### src/design/priority_command_deque_assert.svh
// Assertion macros shared by the queue modules.
`ifndef PRIORITY_COMMAND_DEQUE_ASSERT_SVH
`define PRIORITY_COMMAND_DEQUE_ASSERT_SVH

`ifndef SYNTHESIS
`define PCDQ_ASSERT(lbl, clk, rstn, prop) \
  lbl: assert property (@(posedge clk) disable iff (!rstn) (prop)) \
    else $error("pcdq assertion failed");
`define PCDQ_ASSERT_NEXT(lbl, clk, rstn, ante, cons) \
  lbl: assert property (@(posedge clk) disable iff (!rstn) (ante) |=> (cons)) \
    else $error("pcdq assertion failed");
`else
`define PCDQ_ASSERT(lbl, clk, rstn, prop)
`define PCDQ_ASSERT_NEXT(lbl, clk, rstn, ante, cons)
`endif

`endif

### src/design/pcdq_pkg.sv
package pcdq_pkg;

  localparam int unsigned ActionW = 3;
  localparam int unsigned KindW   = 2;
  localparam int unsigned SlaveW  = 8;
  localparam int unsigned RegW    = 16;
  localparam int unsigned CountW  = 8;
  localparam int unsigned ValueW  = 16;
  localparam int unsigned LevelW  = 5;

  localparam logic [ActionW-1:0] ACT_PUSH_WRITE = 3'd0;
  localparam logic [ActionW-1:0] ACT_PUSH_READ  = 3'd1;
  localparam logic [ActionW-1:0] ACT_PUSH_BATCH = 3'd2;
  localparam logic [ActionW-1:0] ACT_POP        = 3'd3;
  localparam logic [ActionW-1:0] ACT_CLEAR      = 3'd4;

  localparam logic [KindW-1:0] KIND_WRITE = 2'd0;
  localparam logic [KindW-1:0] KIND_READ  = 2'd1;
  localparam logic [KindW-1:0] KIND_BATCH = 2'd2;

  localparam logic [CountW-1:0] COUNT_SINGLE = 8'd1;

  typedef struct packed {
    logic [KindW-1:0]  kind;
    logic [SlaveW-1:0] slave;
    logic [RegW-1:0]   reg_addr;
    logic [CountW-1:0] count;
    logic [ValueW-1:0] value;
  } entry_t;

  typedef struct packed {
    logic wr_en;
    logic rd_en;
    logic ok;
  } op_t;

endpackage

### src/design/pcdq_if.sv
interface pcdq_cmd_if;
  logic                            valid;
  logic                            ready;
  logic [pcdq_pkg::ActionW-1:0]    action;
  logic [pcdq_pkg::SlaveW-1:0]     target_id;
  logic [pcdq_pkg::RegW-1:0]       reg_addr;
  logic [pcdq_pkg::CountW-1:0]     reg_count;
  logic [pcdq_pkg::ValueW-1:0]     write_value;

  modport source (output valid, action, target_id, reg_addr, reg_count, write_value,
                  input ready);
  modport sink (input valid, action, target_id, reg_addr, reg_count, write_value,
                output ready);
endinterface

interface pcdq_res_if;
  logic                            valid;
  logic                            ready;
  logic                            accepted;
  logic [pcdq_pkg::KindW-1:0]      cmd_kind;
  logic [pcdq_pkg::SlaveW-1:0]     out_slave;
  logic [pcdq_pkg::RegW-1:0]       out_reg;
  logic [pcdq_pkg::CountW-1:0]     out_count;
  logic [pcdq_pkg::ValueW-1:0]     out_value;
  logic [pcdq_pkg::LevelW-1:0]     queue_level;

  modport source (output valid, accepted, cmd_kind, out_slave, out_reg, out_count,
                  out_value, queue_level, input ready);
  modport sink (input valid, accepted, cmd_kind, out_slave, out_reg, out_count,
                out_value, queue_level, output ready);
endinterface

### src/design/pcdq_ram.sv
module pcdq_ram #(
  parameter int unsigned DEPTH = 16,
  parameter int unsigned AW    = 4
) (
  input  logic                clk_i,
  input  logic                wr_en_i,
  input  logic [AW-1:0]       wr_addr_i,
  input  pcdq_pkg::entry_t    wr_data_i,
  input  logic                rd_en_i,
  input  logic [AW-1:0]       rd_addr_i,
  output pcdq_pkg::entry_t    rd_data_o
);

  pcdq_pkg::entry_t mem_q [DEPTH];
  pcdq_pkg::entry_t rd_data_q;

  always_ff @(posedge clk_i) begin
    if (wr_en_i) begin
      mem_q[wr_addr_i] <= wr_data_i;
    end
  end

  always_ff @(posedge clk_i) begin
    if (rd_en_i) begin
      rd_data_q <= mem_q[rd_addr_i];
    end
  end

  assign rd_data_o = rd_data_q;

endmodule

### src/design/pcdq_ptr.sv
`include "priority_command_deque_assert.svh"

module pcdq_ptr #(
  parameter int unsigned DEPTH = 16,
  parameter int unsigned AW    = 4,
  parameter int unsigned LW    = 5
) (
  input  logic                          clk_i,
  input  logic                          rst_ni,
  input  logic                          acc_i,
  input  logic [pcdq_pkg::ActionW-1:0]  action_i,
  output pcdq_pkg::op_t                 op_o,
  output logic [AW-1:0]                 wr_addr_o,
  output logic [AW-1:0]                 rd_addr_o,
  output logic [LW-1:0]                 level_o
);

  logic [AW-1:0] head_q, head_d, tail_q, tail_d;
  logic [LW-1:0] level_q, level_d;
  logic [AW-1:0] head_dec, head_inc, tail_inc;
  logic          full, empty;
  pcdq_pkg::op_t op;

  assign full     = (level_q == LW'(DEPTH));
  assign empty    = (level_q == '0);
  assign head_dec = (head_q == '0) ? AW'(DEPTH - 1) : head_q - 1'b1;
  assign head_inc = (head_q == AW'(DEPTH - 1)) ? '0 : head_q + 1'b1;
  assign tail_inc = (tail_q == AW'(DEPTH - 1)) ? '0 : tail_q + 1'b1;

  always_comb begin
    head_d    = head_q;
    tail_d    = tail_q;
    level_d   = level_q;
    op        = '0;
    wr_addr_o = tail_q;
    case (action_i)
      pcdq_pkg::ACT_PUSH_WRITE: begin
        if (!full) begin
          op.wr_en  = 1'b1;
          op.ok     = 1'b1;
          wr_addr_o = head_dec;
          head_d    = head_dec;
          level_d   = level_q + 1'b1;
        end
      end
      pcdq_pkg::ACT_PUSH_READ, pcdq_pkg::ACT_PUSH_BATCH: begin
        if (!full) begin
          op.wr_en = 1'b1;
          op.ok    = 1'b1;
          tail_d   = tail_inc;
          level_d  = level_q + 1'b1;
        end
      end
      pcdq_pkg::ACT_POP: begin
        if (!empty) begin
          op.rd_en = 1'b1;
          op.ok    = 1'b1;
          head_d   = head_inc;
          level_d  = level_q - 1'b1;
        end
      end
      pcdq_pkg::ACT_CLEAR: begin
        op.ok   = 1'b1;
        head_d  = '0;
        tail_d  = '0;
        level_d = '0;
      end
      default: begin
      end
    endcase
  end

  assign op_o      = acc_i ? op : '0;
  assign rd_addr_o = head_q;
  assign level_o   = level_d;

  always_ff @(posedge clk_i or negedge rst_ni) begin
    if (!rst_ni) begin
      head_q  <= '0;
      tail_q  <= '0;
      level_q <= '0;
    end else if (acc_i) begin
      head_q  <= head_d;
      tail_q  <= tail_d;
      level_q <= level_d;
    end
  end

  `PCDQ_ASSERT(a_level_bound, clk_i, rst_ni, level_q <= LW'(DEPTH))
  `PCDQ_ASSERT(a_empty_ptrs, clk_i, rst_ni, (level_q != '0) || (head_q == tail_q))
  `PCDQ_ASSERT_NEXT(a_clear, clk_i, rst_ni, acc_i && (action_i == pcdq_pkg::ACT_CLEAR), (level_q == '0) && (head_q == '0) && (tail_q == '0))

endmodule

### src/design/priority_command_deque.sv
// A taken command passes the s1 stage (registered memory read), then the output register.
// Throughput: one command per cycle unless results stall; a stalled result holds one
// command in the read stage. Only a stored push writes and only a delivered pop reads the
// entry memory, once each. Reset clears head, tail, level and both stage valid flags; entry
// contents stay undefined until written.
`include "priority_command_deque_assert.svh"

module priority_command_deque #(
  parameter int unsigned DEPTH = 16
) (
  input  logic       clk_i,
  input  logic       rst_ni,
  pcdq_cmd_if.sink   cmd_i,
  pcdq_res_if.source res_o
);

  localparam int unsigned AW  = (DEPTH > 1) ? $clog2(DEPTH) : 1;
  localparam int unsigned LW  = $clog2(DEPTH + 1);
  localparam int unsigned QLW = pcdq_pkg::LevelW;

  logic              in_ready, in_fire, s1_adv;
  pcdq_pkg::op_t     op;
  logic [AW-1:0]     wr_addr, rd_addr;
  logic [LW-1:0]     level_nxt;
  pcdq_pkg::entry_t  wr_entry, rd_entry;

  logic              s1_v_q, s1_pop_q, s1_ok_q;
  logic [LW-1:0]     s1_lvl_q;
  logic              out_v_q, out_ok_q;
  logic [LW-1:0]     out_lvl_q;
  pcdq_pkg::entry_t  out_entry_q;

  assign s1_adv   = !out_v_q || res_o.ready;
  assign in_ready = !s1_v_q || s1_adv;
  assign in_fire  = cmd_i.valid && in_ready;
  assign cmd_i.ready = in_ready;

  always_comb begin
    wr_entry.slave    = cmd_i.target_id;
    wr_entry.reg_addr = cmd_i.reg_addr;
    wr_entry.count    = pcdq_pkg::COUNT_SINGLE;
    wr_entry.value    = '0;
    wr_entry.kind     = pcdq_pkg::KIND_READ;
    case (cmd_i.action)
      pcdq_pkg::ACT_PUSH_WRITE: begin
        wr_entry.kind  = pcdq_pkg::KIND_WRITE;
        wr_entry.value = cmd_i.write_value;
      end
      pcdq_pkg::ACT_PUSH_BATCH: begin
        wr_entry.kind  = pcdq_pkg::KIND_BATCH;
        wr_entry.count = cmd_i.reg_count;
      end
      default: begin
      end
    endcase
  end

  pcdq_ptr #(
    .DEPTH (DEPTH),
    .AW    (AW),
    .LW    (LW)
  ) u_ptr (
    .clk_i     (clk_i),
    .rst_ni    (rst_ni),
    .acc_i     (in_fire),
    .action_i  (cmd_i.action),
    .op_o      (op),
    .wr_addr_o (wr_addr),
    .rd_addr_o (rd_addr),
    .level_o   (level_nxt)
  );

  pcdq_ram #(
    .DEPTH (DEPTH),
    .AW    (AW)
  ) u_ram (
    .clk_i     (clk_i),
    .wr_en_i   (op.wr_en),
    .wr_addr_i (wr_addr),
    .wr_data_i (wr_entry),
    .rd_en_i   (op.rd_en),
    .rd_addr_i (rd_addr),
    .rd_data_o (rd_entry)
  );

  always_ff @(posedge clk_i or negedge rst_ni) begin
    if (!rst_ni) begin
      s1_v_q  <= 1'b0;
      out_v_q <= 1'b0;
    end else begin
      if (in_fire) begin
        s1_v_q <= 1'b1;
      end else if (s1_adv) begin
        s1_v_q <= 1'b0;
      end
      if (s1_v_q && s1_adv) begin
        out_v_q <= 1'b1;
      end else if (res_o.ready) begin
        out_v_q <= 1'b0;
      end
    end
  end

  always_ff @(posedge clk_i) begin
    if (in_fire) begin
      s1_pop_q <= op.rd_en;
      s1_ok_q  <= op.ok;
      s1_lvl_q <= level_nxt;
    end
    if (s1_v_q && s1_adv) begin
      out_ok_q    <= s1_ok_q;
      out_lvl_q   <= s1_lvl_q;
      out_entry_q <= s1_pop_q ? rd_entry : '0;
    end
  end

  assign res_o.valid       = out_v_q;
  assign res_o.accepted    = out_ok_q;
  assign res_o.cmd_kind    = out_entry_q.kind;
  assign res_o.out_slave   = out_entry_q.slave;
  assign res_o.out_reg     = out_entry_q.reg_addr;
  assign res_o.out_count   = out_entry_q.count;
  assign res_o.out_value   = out_entry_q.value;
  assign res_o.queue_level = QLW'(out_lvl_q);

  `PCDQ_ASSERT_NEXT(a_fire_fills_stage, clk_i, rst_ni, in_fire, s1_v_q)
  `PCDQ_ASSERT(a_refused_zero, clk_i, rst_ni, !out_v_q || out_ok_q || (out_entry_q == '0))
  `PCDQ_ASSERT_NEXT(a_stage_moves, clk_i, rst_ni, s1_v_q && s1_adv, out_v_q)

endmodule

### src/flat_wrapper.sv
// flat-port wrapper written by rule: the top's interface ports become plain ports
module priority_command_deque_flat 
#(
  parameter int unsigned DEPTH = 16
)
  (clk_i, rst_ni, cmd_i_valid, cmd_i_action, cmd_i_target_id, cmd_i_reg_addr, cmd_i_reg_count, cmd_i_write_value, cmd_i_ready, res_o_valid, res_o_accepted, res_o_cmd_kind, res_o_out_slave, res_o_out_reg, res_o_out_count, res_o_out_value, res_o_queue_level, res_o_ready);
  pcdq_cmd_if cmd_i_i ();
  pcdq_res_if res_o_i ();
  input  logic clk_i;
  input  logic rst_ni;
  input wire logic [$bits(cmd_i_i.valid)-1:0] cmd_i_valid;
  input wire logic [$bits(cmd_i_i.action)-1:0] cmd_i_action;
  input wire logic [$bits(cmd_i_i.target_id)-1:0] cmd_i_target_id;
  input wire logic [$bits(cmd_i_i.reg_addr)-1:0] cmd_i_reg_addr;
  input wire logic [$bits(cmd_i_i.reg_count)-1:0] cmd_i_reg_count;
  input wire logic [$bits(cmd_i_i.write_value)-1:0] cmd_i_write_value;
  output wire logic [$bits(cmd_i_i.ready)-1:0] cmd_i_ready;
  output wire logic [$bits(res_o_i.valid)-1:0] res_o_valid;
  output wire logic [$bits(res_o_i.accepted)-1:0] res_o_accepted;
  output wire logic [$bits(res_o_i.cmd_kind)-1:0] res_o_cmd_kind;
  output wire logic [$bits(res_o_i.out_slave)-1:0] res_o_out_slave;
  output wire logic [$bits(res_o_i.out_reg)-1:0] res_o_out_reg;
  output wire logic [$bits(res_o_i.out_count)-1:0] res_o_out_count;
  output wire logic [$bits(res_o_i.out_value)-1:0] res_o_out_value;
  output wire logic [$bits(res_o_i.queue_level)-1:0] res_o_queue_level;
  input wire logic [$bits(res_o_i.ready)-1:0] res_o_ready;
  assign cmd_i_i.valid = cmd_i_valid;
  assign cmd_i_i.action = cmd_i_action;
  assign cmd_i_i.target_id = cmd_i_target_id;
  assign cmd_i_i.reg_addr = cmd_i_reg_addr;
  assign cmd_i_i.reg_count = cmd_i_reg_count;
  assign cmd_i_i.write_value = cmd_i_write_value;
  assign cmd_i_ready = cmd_i_i.ready;
  assign res_o_valid = res_o_i.valid;
  assign res_o_accepted = res_o_i.accepted;
  assign res_o_cmd_kind = res_o_i.cmd_kind;
  assign res_o_out_slave = res_o_i.out_slave;
  assign res_o_out_reg = res_o_i.out_reg;
  assign res_o_out_count = res_o_i.out_count;
  assign res_o_out_value = res_o_i.out_value;
  assign res_o_queue_level = res_o_i.queue_level;
  assign res_o_i.ready = res_o_ready;
  priority_command_deque #(.DEPTH(DEPTH)) u_core (.clk_i(clk_i), .rst_ni(rst_ni), .cmd_i(cmd_i_i), .res_o(res_o_i));
endmodule
### config.mk
export PLATFORM = sky130hd
export DESIGN_NAME = priority_command_deque_flat
export DESIGN_NICKNAME = d
export VERILOG_FILES = /design/src/design/pcdq_pkg.sv /design/src/design/pcdq_if.sv /design/src/design/pcdq_ram.sv /design/src/design/pcdq_ptr.sv /design/src/design/priority_command_deque.sv /design/src/flat_wrapper.sv
export VERILOG_INCLUDE_DIRS = /design/src /design/src/design
export SDC_FILE = /design/constraint.sdc
export NUM_CORES = 1
export LEC_CHECK = 0
export ABC_AREA = 0
export BUFFER_PORTS_ARGS = -buffer_cell sky130_fd_sc_hd__clkbuf_2
export CAP_MARGIN = 20
export CORE_ASPECT_RATIO = 0.75
export CORE_UTILIZATION = 40
export DETAILED_ROUTE_END_ITERATION = 12
export PLACE_DENSITY_LB_ADDON = 0.2
export SYNTH_ARGS = -nofsm -noshare
export SYNTH_HDL_FRONTEND = slang
export SYNTH_SLANG_ARGS = --single-unit
### constraint.sdc
create_clock -name clk_i -period 6.4 [get_ports clk_i]
set_input_delay 0.32 -clock clk_i [delete_from_list [all_inputs] [get_ports clk_i]]
set_output_delay 0.32 -clock clk_i [all_outputs]
set_load 0.005 [all_outputs]
=== Yosys cells after proc, flatten, opt, wreduce, memory -nomap -nowiden ===
Memories as Yosys holds them, arrays and structs flattened. A register that Yosys moved wholly into a read port is not among the register bits.
Index checks and enable logic that the tools add are counted.

* Memories kept: 1
* Register bits after elaboration: 78
* Logic and storage cells: 76
* Input bits: 55
* Output and inout bits: 58
* RAM bits: 800

* Reduce and logical (&&, ||, !) cells: 17
* Equality and inequality tests: 10
* Muxes and demuxes: 28
* $add $sub $neg: 5

{| class="wikitable"
|+ Memories
! memory !! words !! bits a word !! read ports !! clocked after Yosys merged registers in !! wr ports !! line !! source
|-
| u_core.u_ram.mem_q || 16 || 50 || 1 || 1 || 1 || pcdq_ram.sv:14 || <nowiki>pcdq_pkg::entry_t mem_q [DEPTH];</nowiki>
|}

{| class="wikitable"
|+ Operators by type and width
! operator !! count
|-
| $mux W4 || 8
|-
| $mux W16 || 1
|-
| $pmux W5 S3 || 1
|-
| $pmux W4 S3 || 1
|-
| $mux W5 || 2
|-
| $mux W1 || 9
|-
| $add A4 B1 Y4 const B || 2
|-
| $eq A4 B4 Y1 const B || 2
|-
| $mux W8 || 1
|-
| $pmux W4 S2 || 1
|-
| $eq A3 B2 Y1 const B || 2
|-
| $ne A2 B2 Y1 const B || 3
|-
| $reduce_bool A2 Y1 || 3
|-
| $add A5 B1 Y5 const B || 1
|-
| $eq A5 B5 Y1 const B || 1
|-
| $logic_not A5 Y1 || 1
|-
| $sub A5 B1 Y5 const B || 1
|-
| $logic_not A4 Y1 || 1
|-
| $pmux W2 S2 || 1
|-
| $reduce_and A4 Y1 || 1
|-
| $sub A4 B1 Y4 const B || 1
|-
| $eq A3 B1 Y1 const B || 1
|-
| $eq A3 B3 Y1 const B || 1
|-
| $logic_not A3 Y1 || 1
|-
| other kinds (10) || 13
|}

=== Logic depth before layout (Yosys ltp) ===
* Depth in word-level cells: 7
* Gate-level depth with buffers: 9
* Mapped depth without buffers: 6

=== By module ===
From an unflattened synthesis, not the netlist that was laid out.

* Cell total of the unflattened synthesis: 1,610
* Area, all modules: 35,203.8 um^2

{| class="wikitable"
|+ Modules (own cells, without submodules)
! module !! area each (um^2) !! instances !! seq. area each (um^2) !! cells each
|-
| pcdq_ram || 31,410.1 || 1 || 25,524.5 || 1,294
|-
| priority_command_deque || 2,514.9 || 1 || 1,941.9 || 154
|-
| pcdq_ptr || 1,278.7 || 1 || 325.3 || 162
|}

=== Worst setup path after synthesis ===
Ideal clock, no wire load.

* Path kind: reg2reg
* From: reg u_core.u_ptr.head_q[1] (netlist: u_core.u_ptr.rd_addr_o[1])
* To: mem u_core.u_ram.mem_q[0][0] in the netlist's numbering (enable)
* Library setup time: 0.519 ns
* Stages on the path, launching flop included: 10
* Path buffers: 3
* Data arrival time: 5.278 ns
* Slack: 0.603 ns
* Period minus slack after synthesis: 5.797 ns
* Data required time: 5.881 ns
* Cell sequence: dfrtp_1 -> buf_2 -> buf_2 -> buf_2 -> inv_1 -> ha_1 -> nand2b_1 -> o2111ai_1 -> a211o_1 -> nor3_1

* Cells in the longest elaborated chain, start to end: 4
* Elaborated cells on any way between the ends: 5
* Those cells by class: 1 x add/sub; 3 x mux; 1 x reduce/logical

{| class="wikitable"
|+ RTL lines
! element !! line !! source
|-
| from (decl) || pcdq_ptr.sv:18 || <nowiki>logic [AW-1:0] head_q, head_d, tail_q, tail_d;</nowiki>
|-
| from (signal assigned) || pcdq_ptr.sv:79 || <nowiki>head_q <= '0;</nowiki>
|-
| from (signal assigned) || pcdq_ptr.sv:83 || <nowiki>head_q <= head_d;</nowiki>
|-
| $sub A4 B1 Y4 or $logic_not A4 Y1 (tied branches) || pcdq_ptr.sv:26 || <nowiki>assign head_dec = (head_q == '0) ? AW'(DEPTH - 1) : head_q - 1'b1;</nowiki>
|-
| $mux W4 * || pcdq_ptr.sv:26 ||
|-
| $mux W4 * || pcdq_ptr.sv:38 || <nowiki>if (!full) begin</nowiki>
|-
| $mux W4 * || pcdq_ptr.sv:36 || <nowiki>case (action_i)</nowiki>
|-
| to (decl) || pcdq_ram.sv:14 ||
|}

Every way passes the cells marked *; elsewhere a longest branch is shown, timed or not.

==> flow_summary.json <==
{
  "finalNetCount": 1724,
  "dpl.hpwl_um": 39400,
  "cp_cell_sequence": "buf_4 -> buf_4 -> mux4_2 -> mux4_2",
  "drt_first_pass_iters": 6,
  "required_ns": 6.79,
  "critical_path_buf_inv_count": 2,
  "wire_per_inst_um": 27.9,
  "syn-cell-area_um2": 35500,
  "start_util_pct": 40.4,
  "grt_use_met1_pct": 26.6,
  "vias": 16100,
  "die_x_um": 346,
  "cts.sinks": 928,
  "yosysSeqAreaShare_pct": 78.3,
  "outcome": "finished, final reports clean",
  "final_hold_viol_count": 0,
  "syn_nets": 1561,
  "die_h_um": 260,
  "layout-drive-gt1-share_pct": 32.8,
  "fin_crit_ns": 3.66,
  "worstHoldPathType": "input port to flop",
  "grt_pass1_vias": 16800,
  "drt_iter0_markers": 1637,
  "clkLatencyLatePin_ns": 0.65,
  "cts-root-buf": "clkbuf_16",
  "cts_setup_buffers": 0,
  "fin_skew_ns": 0.0181,
  "num-fill-cells": 7247,
  "slew_headroom_pct": 24.2,
  "syn2layout_area_growth_pct": 14.2,
  "global_route.usage.met2_pct": 28.4,
  "timing.max_cap.violations": 0,
  "yosysWarnings": 0,
  "power.density_nw_per_um2": 393,
  "syn_inst": 1501,
  "crit_path_end_kind": "flop",
  "cts_buffers": 90,
  "h-tree-depth": 3,
  "p_leak_nw": 12.8,
  "place.gp.congestion": 0.793,
  "path_depth": 4,
  "worstMarginPinSlew_ns": 1.14,
  "ys.flop_type": "edfxtp_1",
  "vias_per_cell": 5.56,
  "fmax_mhz": 273,
  "finalWirelength_um": 80700,
  "async_reset_ff_share_pct": 1.62,
  "slowest_stage": "buf_4",
  "grt_pass1_wl_um": 118000,
  "r2r_cells": 4,
  "io_pins": 113,
  "synth_cell_types": 66,
  "clkSlewWorstSetupHoldPaths_ns": 0.06,
  "cts_tree": "built",
  "core_area_um2": 87700,
  "numPortBuffers": 112,
  "rsz0062_at_grt": "false",
  "setup_viol": 0,
  "antenna_found_initial": 2,
  "setup_tns_ns": 0,
  "hold_depth": 1,
  "largest_reg_flops": 800,
  "regMostFlops": "u_core.u_ram.mem_q",
  "grt_max_degree": 111,
  "max-vdd-ir-drop_mv": 0.363,
  "ys_ff_latch": 928,
  "drv_slew": 0,
  "grt_util_met3_pct": 3.62,
  "path_max_fanout": 58,
  "synth_edf_count": 913,
  "critPathMaxStageDelay_ns": 0.81,
  "fp-row-count": 94,
  "clockBufferDepth": 3,
  "crit_path_start_kind": "flop",
  "worstPathArrival_ns": 4.05,
  "hold_slack_ns": 0.0748,
  "synth_area_per_cell_um2": 23.6,
  "crit_family": "buffers and inverters",
  "path_class": "flop to flop",
  "min_period_over_period_pct": 57.2,
  "postRouteAntennaNets": 0,
  "busiest_layer": "met2",
  "die_area_um2": 89900,
  "grt.total_usage_pct": 18.2,
  "drc": 0,
  "grt_overflow_total": 0
}
timing repair:
action	4_1_cts	5_1_grt
endpoints found under the hold margin	17	0
hold buffers	3	0
resized for setup	0	0
setup endpoints to repair	0	0
worst register-to-register path, stage by stage (launching register included):
cell and delay [ns]:
dfrtp_4 0.71, buf_4 0.84, buf_4 0.88, mux4_2 0.50
mux4_2 0.48
kinds of logic (layout without fill, tap and decap cells):
group	count (synthesis)	after routing	synth area share, %
compound gates	59	59	1.21
xor+xnor	3	3	0.0741
fa+ha+maj	5	5	0.176
buf+inv	88	324	1.31
flops	928	928	78.3
mux	258	258	16.2
other cells	0	1	0
simple gates	160	160	2.75
metal layers:
metal	routed length, um	part of all wire [%]
met1	36700	45
met2	38000	47
met3	4760	5.9
met4	1240	1.5
met5	11	0.014
placed cells by master (no fill, tap or decap), types with 4 or more instances in the layout:
cell and count:
a21oi_1 8, clkbuf_16 93, buf_12 10, nand3_1 15
a21o_1 4, o21ai_0 9, clkbuf_2 112, clkinvlp_4 8
clkinv_2 17, clkinv_4 4, mux4_2 251, clkinv_1 19
buf_4 25, nor2_1 7, ha_1 5, dfrtp_1 12
mux2_2 5, clkbuf_1 11, and2_1 77, edfxtp_1 913
nand2_1 8, nor3_2 16, inv_1 7, nand2b_1 7
bufinv_16 8
path summary, 6_finish.rpt:
check / startpoint / to / slack (ns)
hold reg to reg: u_core.s1_lvl_q[1]$_DFFE_PP_ / u_core.res_o.queue_level[1]$_DFFE_PP_ / 0.42
min in group asynchronous: rst_ni / u_core.s1_v_q$_DFFE_PN0P_ / 0.17
max in group asynchronous: rst_ni / u_core.u_ptr.rd_addr_o[0]$_DFFE_PN0P_ / 5.87
hold / removal: cmd_i_reg_addr[15] / u_core.u_ram.mem_q[11][39]$_DFFE_PP_ / 0.07
setup reg to reg: u_core.u_ptr.rd_addr_o[1]$_DFFE_PN0P_ / u_core.u_ram.rd_data_o[34]$_DFFE_PP_ / 2.74
setup / recovery: u_core.u_ptr.rd_addr_o[1]$_DFFE_PN0P_ / u_core.u_ram.rd_data_o[34]$_DFFE_PP_ / 2.74
final cells by class:
type | count | area (um^2) | area share (%)
clock inverter | 60 | 554 | 1.37
clock buffer | 105 | 2380 | 5.88
sequential | 928 | 27800 | 68.6
inverter | 9 | 36.3 | 0.0895
antenna | 1 | 2.50 | 0.00617
timing repair buffer | 150 | 978 | 2.41
tap | 1152 | 1440 | 3.56
multi-input combinational | 485 | 7330 | 18.1
power breakdown:
group	internal [mW]	leakage, nW	total (mW)	switching (mW)
sequential	7.00	8.54	7.19	0.186
clock	3.00	1.42	5.28	2.28
combinational	1.81	2.83	3.46	1.65
synthesized netlist by cell type (3+ instances only):
master | number | area, um^2
mux4_2 | 251 | 5650
clkbuf_1 | 36 | 135
a21oi_1 | 8 | 40.0
o21ai_0 | 9 | 45.0
o31ai_1 | 3 | 22.5
a21o_1 | 4 | 30.0
nand2b_1 | 7 | 43.8
o22a_1 | 3 | 26.3
inv_1 | 7 | 26.3
nand3_1 | 15 | 75.1
buf_2 | 17 | 85.1
buf_1 | 11 | 41.3
ha_1 | 5 | 62.6
edfxtp_1 | 913 | 27400
nor2_1 | 8 | 30.0
dfrtp_1 | 15 | 375
buf_6 | 15 | 169
nor3_1 | 19 | 95.1
o221ai_1 | 3 | 26.3
mux2_2 | 5 | 56.3
nand2_1 | 8 | 30.0
and2_1 | 78 | 488
through the flow:
stage	instances	utilization, %	area, um^2	setup WS, ns	total power, mW
CTS	2889	46.2	40500	2.67	16.1
floorplan	1501	-	35500	0.603	10.0
global placement	2721	42.8	37600	2.71	10.8
global route	2889	46.2	40500	2.49	16.6
detailed placement	2721	42.8	37600	2.68	10.9
finish	2890	46.2	40500	2.74	15.9
Power figures use the tool's default switching activity.
